**src/sv/sound_voice_allocator_top_macros.svh**
```systemverilog
// ----------------------------------------------------------------------------
// Assertion macros for the sound voice allocator
// Shared property wrappers, clocked on the rising edge, held off in reset.
// ----------------------------------------------------------------------------
`ifndef SOUND_VOICE_ALLOCATOR_TOP_MACROS_SVH
`define SOUND_VOICE_ALLOCATOR_TOP_MACROS_SVH

// same-cycle implication
`define SVA_IMPLIES(label, clk, rst_n, ante, cons, msg) \
    label: assert property (@(posedge clk) disable iff (!rst_n) (ante) |-> (cons)) \
        else $error(msg);

// next-cycle implication
`define SVA_NEXT(label, clk, rst_n, ante, cons, msg) \
    label: assert property (@(posedge clk) disable iff (!rst_n) (ante) |=> (cons)) \
        else $error(msg);

`endif

```
**src/sv/svalloc_pkg.sv**
```systemverilog
// ----------------------------------------------------------------------------
// Sound voice allocator package
// Widths, reset values, microcode step/op/condition codes and the control ROM.
// ----------------------------------------------------------------------------
package svalloc_pkg;

    localparam int VOICES_DEFAULT   = 24;
    localparam int MAXV_W           = 5;
    localparam logic [MAXV_W-1:0] MAX_VOICE_RESET = 5'd24;
    localparam int COUNT_W          = 5;
    localparam int PRIO_W           = 8;
    localparam int KEY_W            = 16;
    localparam int AGE_W            = 8;
    localparam int MODE_W           = 2;
    localparam int MASK_W           = 24;

    localparam logic [MODE_W-1:0] MODE_FREE  = 2'd0;
    localparam logic [MODE_W-1:0] MODE_ALLOC = 2'd1;
    localparam logic [MODE_W-1:0] MODE_NOISE = 2'd2;

    localparam logic CMD_ALLOC = 1'b0;
    localparam logic CMD_WRITE = 1'b1;

    // microcode step addresses
    localparam int STEP_W = 4;
    localparam logic [STEP_W-1:0] STEP_IDLE     = 4'd0;
    localparam logic [STEP_W-1:0] STEP_DISP     = 4'd1;
    localparam logic [STEP_W-1:0] STEP_ROUND    = 4'd2;
    localparam logic [STEP_W-1:0] STEP_SCAN     = 4'd3;
    localparam logic [STEP_W-1:0] STEP_PICK     = 4'd4;
    localparam logic [STEP_W-1:0] STEP_LOOP     = 4'd5;
    localparam logic [STEP_W-1:0] STEP_UPD_INIT = 4'd6;
    localparam logic [STEP_W-1:0] STEP_UPDATE   = 4'd7;
    localparam logic [STEP_W-1:0] STEP_GRANT    = 4'd8;
    localparam logic [STEP_W-1:0] STEP_FAIL     = 4'd9;
    localparam logic [STEP_W-1:0] STEP_WRITE    = 4'd10;

    // datapath operations
    localparam int OP_W = 4;
    localparam logic [OP_W-1:0] OP_NONE       = 4'd0;
    localparam logic [OP_W-1:0] OP_ROUND_INIT = 4'd1;
    localparam logic [OP_W-1:0] OP_SCAN       = 4'd2;
    localparam logic [OP_W-1:0] OP_PICK       = 4'd3;
    localparam logic [OP_W-1:0] OP_UPD_INIT   = 4'd4;
    localparam logic [OP_W-1:0] OP_UPDATE     = 4'd5;
    localparam logic [OP_W-1:0] OP_DONE_OK    = 4'd6;
    localparam logic [OP_W-1:0] OP_DONE_FAIL  = 4'd7;
    localparam logic [OP_W-1:0] OP_WRITE      = 4'd8;

    // jump conditions
    localparam int COND_W = 3;
    localparam logic [COND_W-1:0] C_NEVER       = 3'd0;
    localparam logic [COND_W-1:0] C_ALWAYS      = 3'd1;
    localparam logic [COND_W-1:0] C_NO_START    = 3'd2;
    localparam logic [COND_W-1:0] C_CMD_WRITE   = 3'd3;
    localparam logic [COND_W-1:0] C_ROUNDS_DONE = 3'd4;
    localparam logic [COND_W-1:0] C_SCAN_CONT   = 3'd5;
    localparam logic [COND_W-1:0] C_NOT_FOUND   = 3'd6;
    localparam logic [COND_W-1:0] C_UPD_CONT    = 3'd7;

    typedef struct packed {
        logic [OP_W-1:0]   op;
        logic [COND_W-1:0] cond;
        logic [STEP_W-1:0] target;
    } t_uword;

    // control ROM: jump to target when cond holds, else fall through
    function automatic t_uword ucode(input logic [STEP_W-1:0] step);
        t_uword w;
        unique case (step)
            STEP_IDLE:     w = '{OP_NONE,       C_NO_START,    STEP_IDLE};
            STEP_DISP:     w = '{OP_NONE,       C_CMD_WRITE,   STEP_WRITE};
            STEP_ROUND:    w = '{OP_ROUND_INIT, C_ROUNDS_DONE, STEP_UPD_INIT};
            STEP_SCAN:     w = '{OP_SCAN,       C_SCAN_CONT,   STEP_SCAN};
            STEP_PICK:     w = '{OP_PICK,       C_NOT_FOUND,   STEP_FAIL};
            STEP_LOOP:     w = '{OP_NONE,       C_ALWAYS,      STEP_ROUND};
            STEP_UPD_INIT: w = '{OP_UPD_INIT,   C_NEVER,       STEP_IDLE};
            STEP_UPDATE:   w = '{OP_UPDATE,     C_UPD_CONT,    STEP_UPDATE};
            STEP_GRANT:    w = '{OP_DONE_OK,    C_ALWAYS,      STEP_IDLE};
            STEP_FAIL:     w = '{OP_DONE_FAIL,  C_ALWAYS,      STEP_IDLE};
            STEP_WRITE:    w = '{OP_WRITE,      C_ALWAYS,      STEP_IDLE};
            default:       w = '{OP_NONE,       C_ALWAYS,      STEP_IDLE};
        endcase
        return w;
    endfunction

endpackage

```
**src/sv/sound_voice_allocator_top.sv**
```systemverilog
// A voice write runs the DISP and WRITE steps; WRITE registers its result strobe.
// An allocation of N voices with scan limit L = min(max_voice, VOICES) runs up to
// N scan rounds and an update pass; the microcoded scan visits one voice per cycle.
// busy stays high for the whole request; one request at a time.
// Reset (synchronous, active low) clears all voice records and sets max_voice to 24.
// Results are one-cycle strobes; the receiver cannot stall them.
// ----------------------------------------------------------------------------
// Sound voice allocator, top level
// Microcoded sequencer over a per-voice register file: scan rounds pick
// voices to allocate or steal, then an update pass rewrites ages, priorities and modes.
// ----------------------------------------------------------------------------
`include "sound_voice_allocator_top_macros.svh"

module sound_voice_allocator_top #(
    parameter int VOICES = svalloc_pkg::VOICES_DEFAULT
) (
    input  logic                              i_clk,
    input  logic                              i_rst_n,
    input  logic                              start,
    output logic                              busy,
    input  logic                              i_command,
    input  logic [svalloc_pkg::COUNT_W-1:0]   i_request_count,
    input  logic [svalloc_pkg::PRIO_W-1:0]    i_request_priority,
    input  logic [svalloc_pkg::MAXV_W-1:0]    i_voice_index,
    input  logic [svalloc_pkg::KEY_W-1:0]     i_key_status,
    input  logic [svalloc_pkg::MODE_W-1:0]    i_voice_mode,
    input  logic                              i_cfg_wr_en,
    input  logic [svalloc_pkg::MAXV_W-1:0]    i_cfg_wr_data,
    output logic                              o_result_valid,
    output logic                              o_granted,
    output logic [svalloc_pkg::MASK_W-1:0]    o_voice_mask,
    output logic [svalloc_pkg::MASK_W-1:0]    o_noise_off_mask
);

    localparam int VI_W  = (VOICES > 1) ? $clog2(VOICES) : 1;
    localparam int CNT_W = $clog2(VOICES + 1);
    localparam logic [svalloc_pkg::MAXV_W-1:0] VOICES_V = svalloc_pkg::MAXV_W'(VOICES);

    // control state
    logic [svalloc_pkg::STEP_W-1:0]  r_pc, n_pc;
    logic                            r_result_valid;
    logic [svalloc_pkg::MAXV_W-1:0]  r_max_voice;

    // voice records
    logic [svalloc_pkg::PRIO_W-1:0]  r_voice_prio [VOICES];
    logic [svalloc_pkg::KEY_W-1:0]   r_voice_key  [VOICES];
    logic [svalloc_pkg::AGE_W-1:0]   r_voice_age  [VOICES];
    logic [svalloc_pkg::MODE_W-1:0]  r_voice_mode [VOICES];

    // latched request
    logic                            r_cmd;
    logic [svalloc_pkg::COUNT_W-1:0] r_count;
    logic [svalloc_pkg::PRIO_W-1:0]  r_prio;
    logic [svalloc_pkg::MAXV_W-1:0]  r_idx;
    logic [svalloc_pkg::KEY_W-1:0]   r_key;
    logic [svalloc_pkg::MODE_W-1:0]  r_mode;

    // scan datapath
    logic [CNT_W-1:0]                r_v;
    logic [svalloc_pkg::COUNT_W-1:0] r_rounds;
    logic [svalloc_pkg::COUNT_W-1:0] r_remaining;
    logic [svalloc_pkg::PRIO_W-1:0]  r_best_prio;
    logic [svalloc_pkg::KEY_W-1:0]   r_best_key;
    logic [svalloc_pkg::AGE_W-1:0]   r_best_age;
    logic                            r_steal_vld;
    logic [VI_W-1:0]                 r_steal_idx;
    logic                            r_free_vld;
    logic [VI_W-1:0]                 r_free_idx;
    logic [VOICES-1:0]               r_taken;
    logic [VOICES-1:0]               r_noise;
    logic                            r_granted;
    logic [svalloc_pkg::MASK_W-1:0]  r_voice_mask;
    logic [svalloc_pkg::MASK_W-1:0]  r_noise_mask;

    svalloc_pkg::t_uword uw;
    logic                            accept;
    logic [svalloc_pkg::MAXV_W-1:0]  lim;
    logic [VI_W-1:0]                 vi;
    logic                            v_in_range;
    logic                            v_eval;
    logic                            v_idle;
    logic [svalloc_pkg::PRIO_W-1:0]  cur_prio;
    logic [svalloc_pkg::KEY_W-1:0]   cur_key;
    logic [svalloc_pkg::AGE_W-1:0]   cur_age;
    logic [svalloc_pkg::MODE_W-1:0]  cur_mode;
    logic [svalloc_pkg::COUNT_W-1:0] rem_dec;
    logic                            cond_hit;
    logic                            idx_ok;

    // assertion helpers
    logic                            res_grant;
    logic                            cnt_ok;
    logic                            noise_ok;
    logic                            in_scan;
    logic                            scan_ok;

    assign uw     = svalloc_pkg::ucode(r_pc);
    assign busy   = (r_pc != svalloc_pkg::STEP_IDLE);
    assign accept = start && !busy;

    assign lim = (r_max_voice > VOICES_V) ? VOICES_V : r_max_voice;
    assign vi  = r_v[VI_W-1:0];
    assign v_in_range = (svalloc_pkg::MAXV_W'(r_v) < lim);

    assign cur_prio = r_voice_prio[vi];
    assign cur_key  = r_voice_key[vi];
    assign cur_age  = r_voice_age[vi];
    assign cur_mode = r_voice_mode[vi];

    assign v_eval  = v_in_range && !r_taken[vi];
    assign v_idle  = (cur_mode == svalloc_pkg::MODE_FREE) && (cur_key == '0);
    assign rem_dec = r_remaining - 1'b1;
    assign idx_ok  = (r_idx < VOICES_V);

    // sequencer branch
    always_comb begin
        unique case (uw.cond)
            svalloc_pkg::C_NEVER:       cond_hit = 1'b0;
            svalloc_pkg::C_ALWAYS:      cond_hit = 1'b1;
            svalloc_pkg::C_NO_START:    cond_hit = !start;
            svalloc_pkg::C_CMD_WRITE:   cond_hit = (r_cmd == svalloc_pkg::CMD_WRITE);
            svalloc_pkg::C_ROUNDS_DONE: cond_hit = (r_rounds == '0);
            svalloc_pkg::C_SCAN_CONT:   cond_hit = v_in_range && !(v_eval && v_idle);
            svalloc_pkg::C_NOT_FOUND:   cond_hit = !r_steal_vld && !r_free_vld;
            svalloc_pkg::C_UPD_CONT:    cond_hit = v_in_range;
            default:                    cond_hit = 1'b0;
        endcase
        n_pc = cond_hit ? uw.target : r_pc + 1'b1;
    end

    // control state and voice records
    always_ff @(posedge i_clk) begin
        if (!i_rst_n) begin
            r_pc           <= svalloc_pkg::STEP_IDLE;
            r_result_valid <= 1'b0;
            r_max_voice    <= svalloc_pkg::MAX_VOICE_RESET;
            for (int i = 0; i < VOICES; i++) begin
                r_voice_prio[i] <= '0;
                r_voice_key[i]  <= '0;
                r_voice_age[i]  <= '0;
                r_voice_mode[i] <= '0;
            end
        end else begin
            r_pc           <= n_pc;
            r_result_valid <= (uw.op == svalloc_pkg::OP_DONE_OK) ||
                              (uw.op == svalloc_pkg::OP_DONE_FAIL) ||
                              (uw.op == svalloc_pkg::OP_WRITE);
            if (i_cfg_wr_en) begin
                r_max_voice <= i_cfg_wr_data;
            end
            if (uw.op == svalloc_pkg::OP_UPDATE && v_in_range) begin
                if (r_taken[vi]) begin
                    r_voice_age[vi]  <= svalloc_pkg::AGE_W'(rem_dec);
                    r_voice_prio[vi] <= r_prio;
                    r_voice_mode[vi] <= svalloc_pkg::MODE_ALLOC;
                end else begin
                    r_voice_age[vi]  <= cur_age + svalloc_pkg::AGE_W'(r_count);
                end
            end
            if (uw.op == svalloc_pkg::OP_WRITE && idx_ok) begin
                r_voice_key[r_idx[VI_W-1:0]]  <= r_key;
                r_voice_mode[r_idx[VI_W-1:0]] <= r_mode;
            end
        end
    end

    // request latch and scan datapath
    always_ff @(posedge i_clk) begin
        if (accept) begin
            r_cmd   <= i_command;
            r_count <= i_request_count;
            r_prio  <= i_request_priority;
            r_idx   <= i_voice_index;
            r_key   <= i_key_status;
            r_mode  <= i_voice_mode;
            r_rounds <= i_request_count;
            r_taken <= '0;
        end
        case (uw.op) inside
            svalloc_pkg::OP_ROUND_INIT: begin
                r_v         <= '0;
                r_best_prio <= r_prio;
                r_best_key  <= '1;
                r_best_age  <= '0;
                r_steal_vld <= 1'b0;
                r_free_vld  <= 1'b0;
            end
            svalloc_pkg::OP_SCAN: begin
                if (v_in_range) begin
                    r_v <= r_v + 1'b1;
                end
                if (v_eval) begin
                    if (v_idle) begin
                        r_free_vld <= 1'b1;
                        r_free_idx <= vi;
                    end else if (cur_prio < r_best_prio) begin
                        r_best_prio <= cur_prio;
                        r_best_key  <= cur_key;
                        r_best_age  <= cur_age;
                        r_steal_vld <= 1'b1;
                        r_steal_idx <= vi;
                    end else if (cur_prio == r_best_prio) begin
                        if (cur_key < r_best_key) begin
                            r_best_key  <= cur_key;
                            r_best_age  <= cur_age;
                            r_steal_vld <= 1'b1;
                            r_steal_idx <= vi;
                        end else if (cur_key == r_best_key && cur_age > r_best_age) begin
                            r_best_age  <= cur_age;
                            r_steal_vld <= 1'b1;
                            r_steal_idx <= vi;
                        end
                    end
                end
            end
            svalloc_pkg::OP_PICK: begin
                // a steal candidate wins over the free voice
                if (r_steal_vld) begin
                    r_taken[r_steal_idx] <= 1'b1;
                end else if (r_free_vld) begin
                    r_taken[r_free_idx] <= 1'b1;
                end
                r_rounds <= r_rounds - 1'b1;
            end
            svalloc_pkg::OP_UPD_INIT: begin
                r_v         <= '0;
                r_remaining <= r_count;
                r_noise     <= '0;
            end
            svalloc_pkg::OP_UPDATE: begin
                if (v_in_range) begin
                    r_v <= r_v + 1'b1;
                    if (r_taken[vi]) begin
                        r_remaining <= rem_dec;
                        r_noise[vi] <= (cur_mode == svalloc_pkg::MODE_NOISE);
                    end
                end
            end
            svalloc_pkg::OP_DONE_OK: begin
                r_granted    <= 1'b1;
                r_voice_mask <= svalloc_pkg::MASK_W'(r_taken);
                r_noise_mask <= svalloc_pkg::MASK_W'(r_noise);
            end
            svalloc_pkg::OP_DONE_FAIL, svalloc_pkg::OP_WRITE: begin
                r_granted    <= 1'b0;
                r_voice_mask <= '0;
                r_noise_mask <= '0;
            end
            default: begin
            end
        endcase
    end

    assign o_result_valid   = r_result_valid;
    assign o_granted        = r_granted;
    assign o_voice_mask     = r_voice_mask;
    assign o_noise_off_mask = r_noise_mask;

    assign res_grant = o_result_valid && o_granted;
    assign cnt_ok    = ($countones(r_taken) == int'(r_count));
    assign noise_ok  = ((o_noise_off_mask & ~o_voice_mask) == '0);
    assign in_scan   = (r_pc == svalloc_pkg::STEP_SCAN) || (r_pc == svalloc_pkg::STEP_UPDATE);
    assign scan_ok   = (svalloc_pkg::MAXV_W'(r_v) <= lim);

    `SVA_NEXT(a_accept_busy, i_clk, i_rst_n, accept, busy, "request taken but not busy")
    `SVA_IMPLIES(a_grant_count, i_clk, i_rst_n, res_grant, cnt_ok, "grant count off")
    `SVA_IMPLIES(a_noise_subset, i_clk, i_rst_n, o_result_valid, noise_ok, "stray noise-off bit")
    `SVA_IMPLIES(a_scan_bound, i_clk, i_rst_n, in_scan, scan_ok, "scan past limit")

endmodule

```
**config.mk**
```make
export PLATFORM = sky130hd
export DESIGN_NAME = sound_voice_allocator_top
export DESIGN_NICKNAME = d
export VERILOG_FILES = /design/src/sv/svalloc_pkg.sv /design/src/sv/sound_voice_allocator_top.sv
export VERILOG_INCLUDE_DIRS = /design/src /design/src/sv
export SDC_FILE = /design/constraint.sdc
export NUM_CORES = 2
export LEC_CHECK = 0
export ABC_CLOCK_PERIOD_IN_PS = 18450
export BUFFER_PORTS_ARGS = -buffer_cell sky130_fd_sc_hd__buf_2
export CORE_ASPECT_RATIO = 2
export CORE_MARGIN = 8
export CORE_UTILIZATION = 40
export CTS_CLUSTER_DIAMETER = 100
export DETAILED_ROUTE_END_ITERATION = 10
export PLACE_DENSITY = 0.67
export SYNTH_ARGS = -nofsm -noshare
export SYNTH_HDL_FRONTEND = slang
export SYNTH_SLANG_ARGS = --single-unit
```
**constraint.sdc**
```tcl
create_clock -name i_clk -period 18.45 [get_ports i_clk]
set_clock_uncertainty 0.1 [all_clocks]
set_input_delay 5.535 -clock i_clk [delete_from_list [all_inputs] [get_ports i_clk]]
set_output_delay 5.535 -clock i_clk [all_outputs]
set_load 0.01 [all_outputs]
```
==> flow_metrics.py <==
metrics = {
    "critical_path": {
        "worst_setup_path_end_kind": "flop",
        "critPathKind": "in2reg",
        "cp_slowest_cell": "and2_1",
        "r2r-end": "r_best_key[0]",
        "path_cells": "buf_4 -> nand2_1 -> or2_2 -> nor2_1 -> and2_1 -> buf_4 -> a21oi_1 -> o21ai_0",
        "critical_path.top_delay_family": "simple AND/OR/NAND/NOR gates",
        "worst_setup_path_start_kind": "primary input",
        "crit_path_frequent_cell": "buf_4",
        "critPathMaxFanout": 56,
        "r2r_slack_ns": 11.10,
        "crit_required_ns": 18.75,
        "arrival_ns": 8.62,
        "reg2regPathDepth": 17,
        "crit_buf_inv": 2,
        "worst_path_largest_cell_delay_ns": 0.67,
    },
    "yosys": {
        "yosysTopAreaCellShare": 0.639,
        "synth.area.top_cells": "edfxtp_1 64%, mux4_2 13%, and2_1 5.3%",
        "synth_ff_type": "edfxtp_1",
        "syn_area_per_cell_um2": 15.3,
        "ys_seq_elements": 1307,
        "synth_edf_count": 1221,
        "synthCells": 3756,
        "yosysSeqAreaShare": 0.669,
        "synth_top_area_cell": "edfxtp_1",
        "ys_types": 63,
        "yosys_warnings": 0,
        "synth_area_mm2": 0.0574,
        "ys_async_sr_fraction": 0,
    },
    "grt": {
        "grt_pass1_wl_um": 219000,
        "grt_antenna_before_repair": 3,
        "track_usage": 0.188,
        "grt_start_max_net_pins": 104,
        "gr-total-overflow": 0,
        "grt_pass1_vias": 34100,
    },
    "floorplan": {
        "num_io_pins": 97,
        "core_area_mm2": 0.142,
        "die_y_um": 552,
        "row_count": 196,
        "start_util": 0.403,
        "die_x_um": 284,
        "die_area_mm2": 0.157,
    },
    "sta": {
        "grt_setup_unrepaired": "no",
        "setup_viol": 0,
        "slew_headroom": 0.190,
        "hold_violations": 0,
        "timing.setup.tns_ns": 0,
        "worst_pin_slew_ns": 1.20,
        "holdWs_ns": 0.365,
        "post-route-period-util": 0.451,
        "min_period_ns": 8.32,
        "timing.final.max_slew_violations": 0,
        "fmax_ghz": 0.120,
    },
    "power_and_ir_drop": {
        "ir_worst_vdd_mv": 0.0738,
        "clkPwrFrac": 0.313,
        "p_int_w": 0.00560,
        "power_density_mw_per_mm2": 123,
        "pwr-share-seq": 0.468,
        "p_leak_nw": 23.3,
        "p_sw_frac": 0.294,
        "power_frac_comb": 0.219,
        "switchingPower_w": 0.00233,
    },
    "run_status": {
        "status": "finished, final reports clean",
    },
    "routing": {
        "drt_first_pass_iters": 6,
        "postRouteWirelength_um": 150000,
        "wl_per_cell_um": 25.1,
        "ant_nets": 0,
        "vias": 32900,
        "viasPerCell": 5.50,
        "route.detailed.drc": 0,
        "drtIter0Drc": 3008,
    },
    "clock_tree": {
        "numClockSinks": 1307,
        "holdBufCountCts": 0,
        "cts_root_buffer": "clkbuf_16",
        "tritoncts": "built",
        "post_cts.repair.setup_buffers": 0,
        "cts.path.max_buffers": 3,
        "cts.clk_slew.worst_paths_ns": 0.07,
        "clock_latency_ns": 0.73,
        "ctsHtreeMaxLevel": 3,
        "cts.repair.resized": 0,
        "cts_buffers": 112,
    },
    "layout": {
        "syn_to_final_growth_pct": 12.7,
        "nNetsFinal": 4104,
        "fill_cells": 12300,
        "utilization": 0.454,
        "final_common_cell": "edfxtp_1",
        "layout_common_cells": "1,221 x edfxtp_1, 489 x and2_1, 342 x nor2_1",
        "drive_gt1_frac": 0.188,
    },
    "run": {
        "drv_cap": 0,
    },
    "worst_hold_path": {
        "hold_end": "r_best_age[2]",
        "min_from": "r_best_age[2]",
        "hp-class": "reg2reg",
        "hold_path_depth": 2,
    },
    "placement": {
        "dp_hpwl_um": 106000,
        "gp_congestion": 0.939,
        "numPortBuffers": 96,
    },
}
[through the flow]
stage               worst slack, ns  total power, W  std cells  cell area (um2)
finish                        10.13         0.00793       5984            64600
global route                   9.91         0.00821       5982            64600
CTS                           10.24         0.00798       5981            64600
detailed placement             9.44         0.00552       5773            60800
global placement               9.56         0.00548       5773            60800
floorplan                     10.02         0.00488       3963            58200
[cell usage after synthesis, drive strengths merged (9+ instances only)]
master and number:
clkbuf 207, a21o 9, nor2b 17, nand4 11
dfxtp 86, ha 51, edfxtp 1221, buf 72
mux4 320, mux2 21, a21oi 63, nand2b 10
nor4 16, nor3 14, a22o 26, nand2 151
nand3b 15, o21a 10, o21ai 92, or3b 11
and2 489, mux2i 19, nand3 100, o22ai 75
and3 158, inv 70, nor2 345, or3 9
[power by group through the flow]
| stage | Combinational [W] | Sequential, W | Clock [W] |
|---|---|---|---|
| 6_report | 0.00174 | 0.00371 | 0.00248 |
| 5_1_grt | 0.00185 | 0.00374 | 0.00262 |
| 4_1_cts | 0.00175 | 0.00372 | 0.00252 |
| 3_5_place_dp | 0.00174 | 0.00378 | 0 |
| 3_3_place_gp | 0.00172 | 0.00376 | 0 |
| 2_1_floorplan | 0.00122 | 0.00366 | 0 |
[worst max path at each step]
stage	depth (start not counted)	slack, ns	endpoint	startpoint
floorplan	6	10.02	r_voice_key[0][0]	i_rst_n
global placement	8	9.56	r_voice_mode[6][0]	i_rst_n
detailed placement	8	9.44	r_voice_mode[5][1]	i_rst_n
CTS	8	10.24	r_voice_mode[5][0]	i_rst_n
global route	8	9.91	r_voice_mode[5][0]	i_rst_n
finish	8	10.13	r_voice_mode[5][0]	i_rst_n
[worst min-delay path, stage by stage (launching register included)]
cell	delay (ns)
dfxtp_1	0.30
inv_1	0.06
a21oi_1	0.06
[logic make-up (layout without fill, tap and decap cells)]
family / count (synthesis) / after routing / synth area share
and+or+nand+nor: 1363 / 1363 / 0.126
DFF: 1307 / 1307 / 0.669
muxes: 360 / 360 / 0.133
buffers and inverters: 349 / 486 / 0.0251
AOI/OAI and AO/OA: 311 / 311 / 0.0334
adders and majority gates: 52 / 52 / 0.0115
xor gates and xnor gates: 13 / 13 / 0.00198
other: 1 / 211 / 0.0000654
[area by class of cell]
cell class                 count  area, um2  share of cell area
antenna                        3       7.51            0.000116
clock buffer                 139       2970              0.0459
clock inverter                69        875              0.0135
inverter                      70        263             0.00406
multi-input combinational   2307      18400               0.285
sequential                  1307      38400               0.594
tap                         1881       2350              0.0364
timing repair buffer         208       1340              0.0207
[sequential cells by signal, indices dropped and copies added (netlist names), 11 cells and up, named ones only]
name,cells
r_taken,24
r_key,16
r_noise,24
r_voice_mode,64
r_voice_prio,256
r_voice_age,256
r_voice_key,512
uw,11
o_voice_mask,24
o_noise_off_mask,24
r_best_key,16
[routing by layer]
layer / global-route usage / vias up / routed length, um
li1: - / 14500 / -
met1: 0.180 / 16700 / 47200
met2: 0.362 / 1244 / 83200
met3: 0.0233 / 435 / 7140
met4: 0.144 / 0 / 12900
met5: 0 / - / 0
(Power assumes the default switching activity.)
